===== config.mk =====
export PLATFORM = sky130hd
export DESIGN_NAME = shared_array_dual_stack
export DESIGN_NICKNAME = d
export VERILOG_FILES = /design/src/sv/sads_pkg.sv /design/src/sv/shared_array_dual_stack.sv /design/src/sv/sads_ctrl.sv /design/src/sv/sads_datapath.sv
export SDC_FILE = /design/constraint.sdc
export NUM_CORES = 2
export LEC_CHECK = 0
export BUFFER_PORTS_ARGS = -buffer_cell sky130_fd_sc_hd__buf_4
export CORE_AREA = 3 3 503 456
export DETAILED_ROUTE_END_ITERATION = 7
export DIE_AREA = 0 0 506 459
export GPL_TIMING_DRIVEN = 0
export MAX_ROUTING_LAYER = met4
export SLEW_MARGIN = 25
export SYNTH_ARGS = -nofsm -noshare
export SYNTH_HDL_FRONTEND = slang
export SYNTH_SLANG_ARGS = --single-unit

===== constraint.sdc =====
create_clock -name aclk -period 11 [get_ports aclk]
set_clock_uncertainty 0.15 [all_clocks]
set_input_delay 0 -clock aclk [delete_from_list [all_inputs] [get_ports aclk]]
set_output_delay 0 -clock aclk [all_outputs]
set_load 0.05 [all_outputs]

===== src/sv/sads_pkg.sv =====
// ---------------------------------------------------------------------------
// sads_pkg: shared types and codes for the dual stack
// Opcode and status codes, controller state type, and the command and
// status structs between controller and datapath.
// ---------------------------------------------------------------------------
package sads_pkg;

    // Input field widths
    localparam int VALUE_W  = 32;
    localparam int STATUS_W = 2;

    // opcode field
    localparam logic OP_PUSH = 1'b0;
    localparam logic OP_POP  = 1'b1;

    // stack_select field
    localparam logic SEL_LOW  = 1'b0;
    localparam logic SEL_HIGH = 1'b1;

    // status field
    localparam logic [STATUS_W-1:0] STAT_OK    = 2'd0;
    localparam logic [STATUS_W-1:0] STAT_FULL  = 2'd1;
    localparam logic [STATUS_W-1:0] STAT_EMPTY = 2'd2;

    typedef enum logic [0:0] {
        CS_IDLE,
        CS_READ
    } ctrl_state_t;

    // controller -> datapath
    typedef struct packed {
        logic take;     // input item accepted this cycle
        logic load_rd;  // move read data into the output register
    } sads_cmd_t;

    // datapath -> controller
    typedef struct packed {
        logic out_valid;  // output register holds an item
        logic pop_go;     // current input is a pop that will read memory
    } sads_stat_t;

endpackage


===== src/sv/shared_array_dual_stack.sv =====
// ---------------------------------------------------------------------------
// shared_array_dual_stack: two stacks in one shared memory
// Results: a push or refused access is registered into the output register;
//   a successful pop passes through the memory read register first.
// Throughput: one push per cycle while the output is not stalled; no new item
//   is taken while a pop waits on the registered read of the single-port memory.
// Reset: aresetn (synchronous, active low) empties both stacks and the
//   output register; memory contents are not cleared and need no pass.
// ---------------------------------------------------------------------------
module shared_array_dual_stack #(
    parameter int DEPTH = 64
) (
    input  logic                            aclk,
    input  logic                            aresetn,
    // input items
    input  logic                            s_tvalid,
    output logic                            s_tready,
    input  logic [sads_pkg::VALUE_W-1:0]    s_tdata,   // [31:0] push_value
    input  logic [1:0]                      s_tuser,   // [0] opcode, [1] stack_select
    // result items
    output logic                            m_tvalid,
    input  logic                            m_tready,
    output logic [sads_pkg::VALUE_W-1:0]    m_tdata,   // [31:0] pop_value
    output logic [sads_pkg::STATUS_W-1:0]   m_tuser    // [1:0] status
);
    import sads_pkg::*;

    // controller <-> datapath
    sads_cmd_t  cmd;
    sads_stat_t stat;

    // Controller: gates acceptance on a free (or draining) output register
    // and sequences the registered memory read of a pop.
    sads_ctrl u_ctrl (
        .aclk     (aclk),
        .aresetn  (aresetn),
        .s_tvalid (s_tvalid),
        .s_tready (s_tready),
        .m_tready (m_tready),
        .stat     (stat),
        .cmd      (cmd)
    );

    // Datapath: memory, both fill counters, full/empty checks and the
    // output register that decouples the result side.
    sads_datapath #(
        .DEPTH (DEPTH)
    ) u_datapath (
        .aclk     (aclk),
        .aresetn  (aresetn),
        .cmd      (cmd),
        .stat     (stat),
        .s_tdata  (s_tdata),
        .s_tuser  (s_tuser),
        .m_tvalid (m_tvalid),
        .m_tready (m_tready),
        .m_tdata  (m_tdata),
        .m_tuser  (m_tuser)
    );

endmodule


===== src/sv/sads_ctrl.sv =====
// ---------------------------------------------------------------------------
// sads_ctrl: dual stack controller
// Accepts one item at a time; a successful pop holds off new input while
// waiting on the registered memory read.
// ---------------------------------------------------------------------------
module sads_ctrl (
    input  logic                aclk,
    input  logic                aresetn,
    input  logic                s_tvalid,
    output logic                s_tready,
    input  logic                m_tready,
    input  sads_pkg::sads_stat_t stat,
    output sads_pkg::sads_cmd_t  cmd
);
    import sads_pkg::*;

    ctrl_state_t state_reg;
    ctrl_state_t state_next;

    always_ff @(posedge aclk) begin
        if (!aresetn) begin
            state_reg <= CS_IDLE;
        end else begin
            state_reg <= state_next;
        end
    end

    // next state
    always_comb begin
        state_next = state_reg;
        case (state_reg)
            CS_IDLE: begin
                if (cmd.take && stat.pop_go) begin
                    state_next = CS_READ;
                end
            end
            CS_READ: begin
                state_next = CS_IDLE;
            end
            default: begin
                state_next = CS_IDLE;
            end
        endcase
    end

    // outputs
    always_comb begin
        s_tready    = 1'b0;
        cmd.take    = 1'b0;
        cmd.load_rd = 1'b0;
        case (state_reg)
            CS_IDLE: begin
                s_tready = !stat.out_valid || m_tready;
                cmd.take = s_tvalid && s_tready;
            end
            CS_READ: begin
                cmd.load_rd = 1'b1;
            end
            default: begin
                s_tready = 1'b0;
            end
        endcase
    end

    // a memory read always completes in the very next cycle
    assert property (@(posedge aclk) disable iff (!aresetn)
        (state_reg == CS_READ) |=> (state_reg == CS_IDLE))
        else $error("controller stayed in read state");

    // a reading pop always goes through the read state
    assert property (@(posedge aclk) disable iff (!aresetn)
        (cmd.take && stat.pop_go) |=> cmd.load_rd)
        else $error("pop read data was not loaded");

endmodule


===== src/sv/sads_datapath.sv =====
// ---------------------------------------------------------------------------
// sads_datapath: dual stack storage, fill counters and output register
// One memory shared by both stacks, lower stack from word 0 upward,
// upper stack from the last word downward.
// ---------------------------------------------------------------------------
module sads_datapath #(
    parameter int DEPTH = 64
) (
    input  logic                                aclk,
    input  logic                                aresetn,
    input  sads_pkg::sads_cmd_t                 cmd,
    output sads_pkg::sads_stat_t                stat,
    input  logic [sads_pkg::VALUE_W-1:0]        s_tdata,
    input  logic [1:0]                          s_tuser,
    output logic                                m_tvalid,
    input  logic                                m_tready,
    output logic [sads_pkg::VALUE_W-1:0]        m_tdata,
    output logic [sads_pkg::STATUS_W-1:0]       m_tuser
);
    import sads_pkg::*;

    localparam int AW = (DEPTH > 1) ? $clog2(DEPTH) : 1;
    localparam int FW = $clog2(DEPTH + 1);
    localparam logic [FW:0]   DEPTH_SUM = (FW + 1)'(DEPTH);
    localparam logic [FW-1:0] TOP_WORD  = FW'(DEPTH - 1);
    localparam logic [FW-1:0] TOP_END   = FW'(DEPTH);
    localparam logic [FW-1:0] FILL_ONE  = FW'(1);

    logic [VALUE_W-1:0] mem [DEPTH];

    logic [FW-1:0]       low_fill_reg,  low_fill_next;
    logic [FW-1:0]       high_fill_reg, high_fill_next;
    logic [VALUE_W-1:0]  rd_data_reg;
    logic                m_valid_reg,   m_valid_next;
    logic [VALUE_W-1:0]  m_data_reg,    m_data_next;
    logic [STATUS_W-1:0] m_stat_reg,    m_stat_next;

    logic          in_op;
    logic          in_sel;
    logic          is_full;
    logic          sel_empty;
    logic          wr_en;
    logic          rd_en;
    logic [FW-1:0] wr_pos;
    logic [FW-1:0] rd_pos;

    assign in_op     = s_tuser[0];
    assign in_sel    = s_tuser[1];
    assign is_full   = ({1'b0, low_fill_reg} + {1'b0, high_fill_reg}) >= DEPTH_SUM;
    assign sel_empty = (in_sel == SEL_LOW) ? (low_fill_reg == '0) : (high_fill_reg == '0);

    assign stat.pop_go    = (in_op == OP_POP) && !sel_empty;
    assign stat.out_valid = m_valid_reg;

    assign wr_en  = cmd.take && (in_op == OP_PUSH) && !is_full;
    assign rd_en  = cmd.take && stat.pop_go;
    assign wr_pos = (in_sel == SEL_LOW) ? low_fill_reg : (TOP_WORD - high_fill_reg);
    assign rd_pos = (in_sel == SEL_LOW) ? (low_fill_reg - FILL_ONE)
                                        : (TOP_END - high_fill_reg);

    // fill counters and output register next values
    always_comb begin
        low_fill_next  = low_fill_reg;
        high_fill_next = high_fill_reg;
        m_valid_next   = m_valid_reg && !m_tready;
        m_data_next    = m_data_reg;
        m_stat_next    = m_stat_reg;
        if (cmd.take) begin
            if (in_op == OP_PUSH) begin
                m_valid_next = 1'b1;
                m_data_next  = '0;
                if (is_full) begin
                    m_stat_next = STAT_FULL;
                end else begin
                    m_stat_next = STAT_OK;
                    if (in_sel == SEL_LOW) begin
                        low_fill_next = low_fill_reg + FILL_ONE;
                    end else begin
                        high_fill_next = high_fill_reg + FILL_ONE;
                    end
                end
            end else if (sel_empty) begin
                m_valid_next = 1'b1;
                m_data_next  = '0;
                m_stat_next  = STAT_EMPTY;
            end else begin
                if (in_sel == SEL_LOW) begin
                    low_fill_next = low_fill_reg - FILL_ONE;
                end else begin
                    high_fill_next = high_fill_reg - FILL_ONE;
                end
            end
        end
        if (cmd.load_rd) begin
            m_valid_next = 1'b1;
            m_data_next  = rd_data_reg;
            m_stat_next  = STAT_OK;
        end
    end

    always_ff @(posedge aclk) begin
        if (!aresetn) begin
            low_fill_reg  <= '0;
            high_fill_reg <= '0;
            m_valid_reg   <= 1'b0;
        end else begin
            low_fill_reg  <= low_fill_next;
            high_fill_reg <= high_fill_next;
            m_valid_reg   <= m_valid_next;
        end
    end

    always_ff @(posedge aclk) begin
        m_data_reg <= m_data_next;
        m_stat_reg <= m_stat_next;
    end

    // shared memory: one write or one registered read per cycle
    always_ff @(posedge aclk) begin
        if (wr_en) begin
            mem[wr_pos[AW-1:0]] <= s_tdata;
        end
        if (rd_en) begin
            rd_data_reg <= mem[rd_pos[AW-1:0]];
        end
    end

    assign m_tvalid = m_valid_reg;
    assign m_tdata  = m_data_reg;
    assign m_tuser  = m_stat_reg;

    // the two stacks never overlap
    assert property (@(posedge aclk) disable iff (!aresetn)
        ({1'b0, low_fill_reg} + {1'b0, high_fill_reg}) <= DEPTH_SUM)
        else $error("stacks overlap");

    // read data is only loaded into a free output register
    assert property (@(posedge aclk) disable iff (!aresetn)
        cmd.load_rd |-> !m_valid_reg)
        else $error("output register overwritten by read data");

    // status code three is never presented
    assert property (@(posedge aclk) disable iff (!aresetn)
        m_valid_reg |-> (m_stat_reg == STAT_OK || m_stat_reg == STAT_FULL ||
                         m_stat_reg == STAT_EMPTY))
        else $error("undefined status code");

    // a failed access leaves both fill counters alone
    assert property (@(posedge aclk) disable iff (!aresetn)
        (cmd.take && !wr_en && !rd_en) |=>
            ($stable(low_fill_reg) && $stable(high_fill_reg)))
        else $error("fill count changed on a refused access");

endmodule

# Yosys cells after proc, flatten, opt, wreduce, memory -nomap -nowiden
# Memory sizes are Yosys's and may differ from the RTL's. A register that Yosys moved wholly into a read port is not among the register bits.
# Index checks and enable logic that the tools add are counted.
# totals
regBits	50
mem_bits_rw	2048
input_bits	38
out_inout_bits	36
elab_cells	71
memories	1
# classes
add_sub_neg	7
order_cmp	1
n_eq_ne	4
mux	31
bitwise	3
reduce_logical	18
# memory_table
memory	depth	word_bits	read_ports	rd_ports_with_merged_regs	wr	line_no	rtl
u_datapath.mem	64	32	1	1	1	sads_datapath.sv:29	logic [VALUE_W-1:0] mem [DEPTH];
# ops
operator	n
2-to-1 mux 32 bit	4
2-to-1 mux 7 bit	10
adder 7 x 1 -> 7 bit, second input constant	2
logical NOT 7 bit	2
subtractor 7 x 1 -> 7 bit, second input constant	2
2-to-1 mux 1 bit	12
2-to-1 mux 6 bit	2
adder 7 x 7 -> 8 bit	1
>= comparator 8 x 7 -> 1 bit, second input constant	1
AND reduction 4 bit	2
logical AND 1 bit	6
subtractor 1 x 6 -> 6 bit, first input constant	1
subtractor 6 bit, first input constant	1
logical NOT 1 bit	4
2-to-1 mux 2 bit	2
inequality test 2 bit, second input constant	2
AND reduction 2 bit	2
inequality test 3 x 1 -> 1 bit, second input constant	1
NOT 1 bit	3
inequality test 2 x 1 -> 1 bit, second input constant	1
case mux 1 bit (2 select lines)	1
nonzero test 2 bit	1
logical OR 1 bit	1

# Depth between registers and ports, before layout
# depth
ltp_word	8
mapped_depth	15
ltp_nobuf	9

# By module
# A second synthesis with hierarchy kept.
# hier_totals
hier_cells	6444
hier_area_um2	85690.9
# by_module_without_submodules
mod	n_inst	cells_per_inst	area_each_um2	seq_area_each_um2
sads_datapath	1	6437	85619.6	63761.2
sads_ctrl	1	7	71.3	20.0

# Worst setup path after synthesis
# Ideal clock, no wire load.
# synth_path
kind	register to register
startpoint	register u_datapath.low_fill_reg[0]
endpoint	memory u_datapath.mem[0][0], enable pin
setup_time_ns	0.421
arrival_ns	3.282
required_ns	10.429
slack_ns	7.147
stages_incl_launch_ff	11
path_buffers	5
period_less_slack_ns	3.853
path_cell_list	dfxtp_1 > buf_4 > nor2_2 > buf_2 > nor2_4 > buf_2 > buf_2 > buf_1 > nor2_1 > nand2_1 > nor2_1
# synth_between
elab_chain_cells	6
elab_cells_between_ends	7
cone_classes	1 x add/sub; 1 x order compare; 3 x mux; 2 x reduce/logical
# synth_lines
item	line_no	rtl
start, declared	sads_datapath.sv:31	logic [FW-1:0] low_fill_reg, low_fill_next;
start signal, assigned	sads_datapath.sv:107	low_fill_reg <= low_fill_next;
adder 7 x 7 -> 8 bit	sads_datapath.sv:49	assign is_full = ({1'b0, low_fill_reg} + {1'b0, high_fill_reg}) >= DEPTH_SUM;
>= comparator 8 x 7 -> 1 bit	sads_datapath.sv:49	
logical NOT 1 bit	sads_datapath.sv:55	assign wr_en = cmd.take && (in_op == OP_PUSH) && !is_full;
logical AND 1 bit	sads_datapath.sv:55	
2-to-1 mux 1 bit	sads_datapath.sv:120	if (wr_en) begin
2-to-1 mux 1 bit (implied by the code)	sads_datapath.sv:121	mem[wr_pos[AW-1:0]] <= s_tdata;
end, declared	sads_datapath.sv:29	
# Parallel ways exist; a longest one is shown, timed or not.

# Worst setup path in the final report
# layout_path
startpoint	register u_datapath.low_fill_reg[1]
endpoint	register u_datapath.rd_data_reg[16] (read register of u_datapath.mem) (data pin)
# layout_between
elab_chain_cells	5
elab_cells_between_ends	7
cone_classes	1 x add/sub; 2 x mux; 4 x reduce/logical
# layout_lines
item	line_no	rtl
parallel branches: the longest is 5 deep, another holds subtractor 7 x 1 -> 7 bit	--	
end, declared	sads_datapath.sv:33	logic [VALUE_W-1:0] rd_data_reg;
# Several ways; the timed one is not identified.
# A chain may end at the register's enable or synchronous reset.

==> results.yml <==
timing:
  drv_slew: 0
  tns_ps: 0
  max_slew_margin: 0.192
  min_period_over_period: 0.570
  rsz0062_at_grt: "false"
  worstMarginPinSlew_ps: 1210
  setup_viol: 0
  hold_viol: 0
  holdWs_ps: 30.5
  fin_crit_ps: 6270
  fmax_mhz: 159
global_routing:
  antenna_found_initial: 24
  grt_use_total: 0.269
  grt_max_degree: 65
  grt_pass1_vias: 58300
  grt_pass1_wl_um: 437000
  grt-ovfl-total: 0
placed_design:
  gp_congestion: 1.01
  port_buffers: 72
  hpwl_um: 210000
yosys:
  ys_types: 80
  yosys.area_share.simple: 0.0567
  yosysTopAreaCell: "edfxtp_1"
  synth_seq_cells: 2130
  synthArstFlopShare: 0
  syn_area_mm2: 0.0874
  synth_top_area_share: 0.726
  synth_compound_gate_area_share: 0.181
  synth_mux_area_frac: 0.000473
  syn-instance-count: 6202
  ys.flop_type: "edfxtp_1"
  synth_area_leaders: "edfxtp_1 (73%), o21ai_0 (5.4%), nand2_1 (2.2%), a21oi_1 (2.1%), clkbuf_1 (1.5%)"
  syn_area_per_cell_um2: 14.1
  synthXorXnorAreaFrac: 0.00150
  yosysSeqAreaShare: 0.730
  ys_warn_count: 0
  yosys.area_share.adder: 0.00275
  synth_top_family_by_area: "compound AO/OA/AOI/OAI gates"
  synth-edff-count: 2112
  synthesis.nets: 6258
cts:
  cts.sinks: 2130
  clock_latency_ps: 880
  cts_tree: "built"
  hold_buffers: 40
  numCtsBuffers: 220
  htree_num_levels: 4
  cts.root.buffer_cell: "clkbuf_16"
  clockBufferDepth: 3
  cts_resized: 0
  cts_setup_buffers: 0
  clkSlewWorstSetupHoldPaths_ps: 70
worst_setup_path:
  endpoint_kind: "flip-flop"
  required_ps: 11390
  path_max_fanout: 10
  cp.arrival_ps: 6660
  startpoint_type: "flip-flop"
  critPathKind: "flip-flop to flip-flop"
floorplanning:
  rows: 165
  die_width_um: 506
  dieArea_mm2: 0.232
  start_util: 0.390
  die_y_um: 459
  io_pins: 74
  design.core.area_mm2: 0.224
power:
  power_density_mw_per_mm2: 206
  max-vdd-ir-drop_mv: 0.177
  power.leakage_uw: 0.0315
route:
  detail-route-antenna-nets: 0
  dr.pass1.iters: 6
  via_count: 61300
  vias_per_cell: 6.23
  wl_per_cell_um: 31.7
  drtIter0Drc: 9149
  wl_um: 312000
  drc_errors: 0
cells_and_area:
  area_delta_synth_final_pct: 16.5
  n_fill_cell: 19900
  layout_common_cells: "edfxtp_1 (2112), o21ai_0 (948), nand2_1 (509)"
  seqCellArea_mm2: 0.0638
  multi_input_comb_area_mm2: 0.0217
  largest_register_ff_count: 2048
  final_common_cell: "edfxtp_1"
  nNetsFinal: 6684
  drive_gt1_frac: 0.114
hold_path:
  hold_class: "input pin to flip-flop"
outcome:
  status: "finished clean"
job:
  drv_cap: 0
through the flow:
step,worst slack (ps),power (uW),cell area (um^2),cells,utilization
global placement,3220,13700,91700,9280,0.409
finish,4730,21000,102000,9832,0.454
global route,4850,21500,102000,9828,0.454
detailed placement,4970,13700,94400,9369,0.421
CTS,4890,20900,102000,9811,0.454
floorplan,7150,11600,87400,6202,-
critical path, stage by stage, from the launching register on:
cell and delay, ps:
dfxtp_1 610, inv_1 230, ha_1 450, or2_0 240, buf_2 270, o22ai_1 730
buf_2 600, buf_1 550, a211oi_1 200, o32ai_1 820, a22oi_1 390, o211ai_1 480
a211oi_2 180
Yosys cell counts (9+ instances only):
master / count
o21ai_0: 948
a211oi_2: 29
a21oi_1: 367
a31oi_1: 37
a21boi_0: 36
a2bb2oi_1: 68
nor2_1: 130
xnor2_1: 11
o211ai_2: 18
a41oi_1: 33
o221a_1: 30
o221ai_1: 63
a21bo_2: 11
buf_4: 23
nor3_1: 41
o311ai_0: 127
o21a_1: 64
a22oi_1: 96
o21ai_1: 21
o22ai_1: 96
nand3_1: 104
o32a_1: 31
o31ai_1: 9
a211oi_1: 129
and2_1: 70
inv_1: 14
buf_1: 27
ha_1: 16
o2bb2ai_1: 31
nand2_1: 509
nor3b_1: 62
or3_1: 70
dfxtp_1: 18
edfxtp_1: 2112
nand4_1: 33
buf_2: 129
buf_6: 13
clkbuf_1: 340
a21bo_1: 20
o32ai_1: 94
o211ai_1: 53
metal layers:
| metal | wire [um] | GRT usage | vias up | part of all wire |
|---|---|---|---|---|
| met5 | 0 | - | - | 0 |
| met4 | 16500 | 0.128 | 0 | 0.053 |
| met3 | 40100 | 0.0843 | 656 | 0.13 |
| met2 | 133000 | 0.378 | 3999 | 0.43 |
| met1 | 122000 | 0.353 | 30900 | 0.39 |
| li1 | - | - | 25700 | - |
cells by family after synthesis:
group           after synthesis
xor+xnor                     15
compound gates             2434
buf+inv                     548
mux                           4
flops                      2130
fa+ha+maj                    18
simple gates               1053
where the power goes:
part | switching, uW | internal [uW] | leakage [uW]
clock network | 3230 | 4030 | 0.00334
registers | 26.2 | 9020 | 0.0192
logic | 3500 | 1200 | 0.00902
path summary, 6_finish.rpt:
path,from,to,slack [ps],depth (start not counted)
max,u_datapath.low_fill_reg[1]$_SDFFE_PN0P_,u_datapath.rd_data_reg[16]$_DFFE_PP_,4730,12
max reg2reg,u_datapath.low_fill_reg[1]$_SDFFE_PN0P_,u_datapath.rd_data_reg[16]$_DFFE_PP_,4730,12
min reg2reg,u_datapath.m_tuser[1]$_SDFFE_PP0P_,u_datapath.m_tuser[1]$_SDFFE_PP0P_,350,2
min,s_tdata[16],u_datapath.mem[38][16]$_DFFE_PP_,30,2
cell type report:
class / count / area share
clock inverters: 138 / 0.0122
inverters: 15 / 0.000553
clock buffers: 264 / 0.0557
multi-input cells: 3524 / 0.213
plain buffers: 533 / 0.0231
diodes: 18 / 0.000442
flip-flops and latches: 2130 / 0.626
well taps: 3006 / 0.0369
repair buffers: 204 / 0.0314
(Power assumes the default switching activity.)
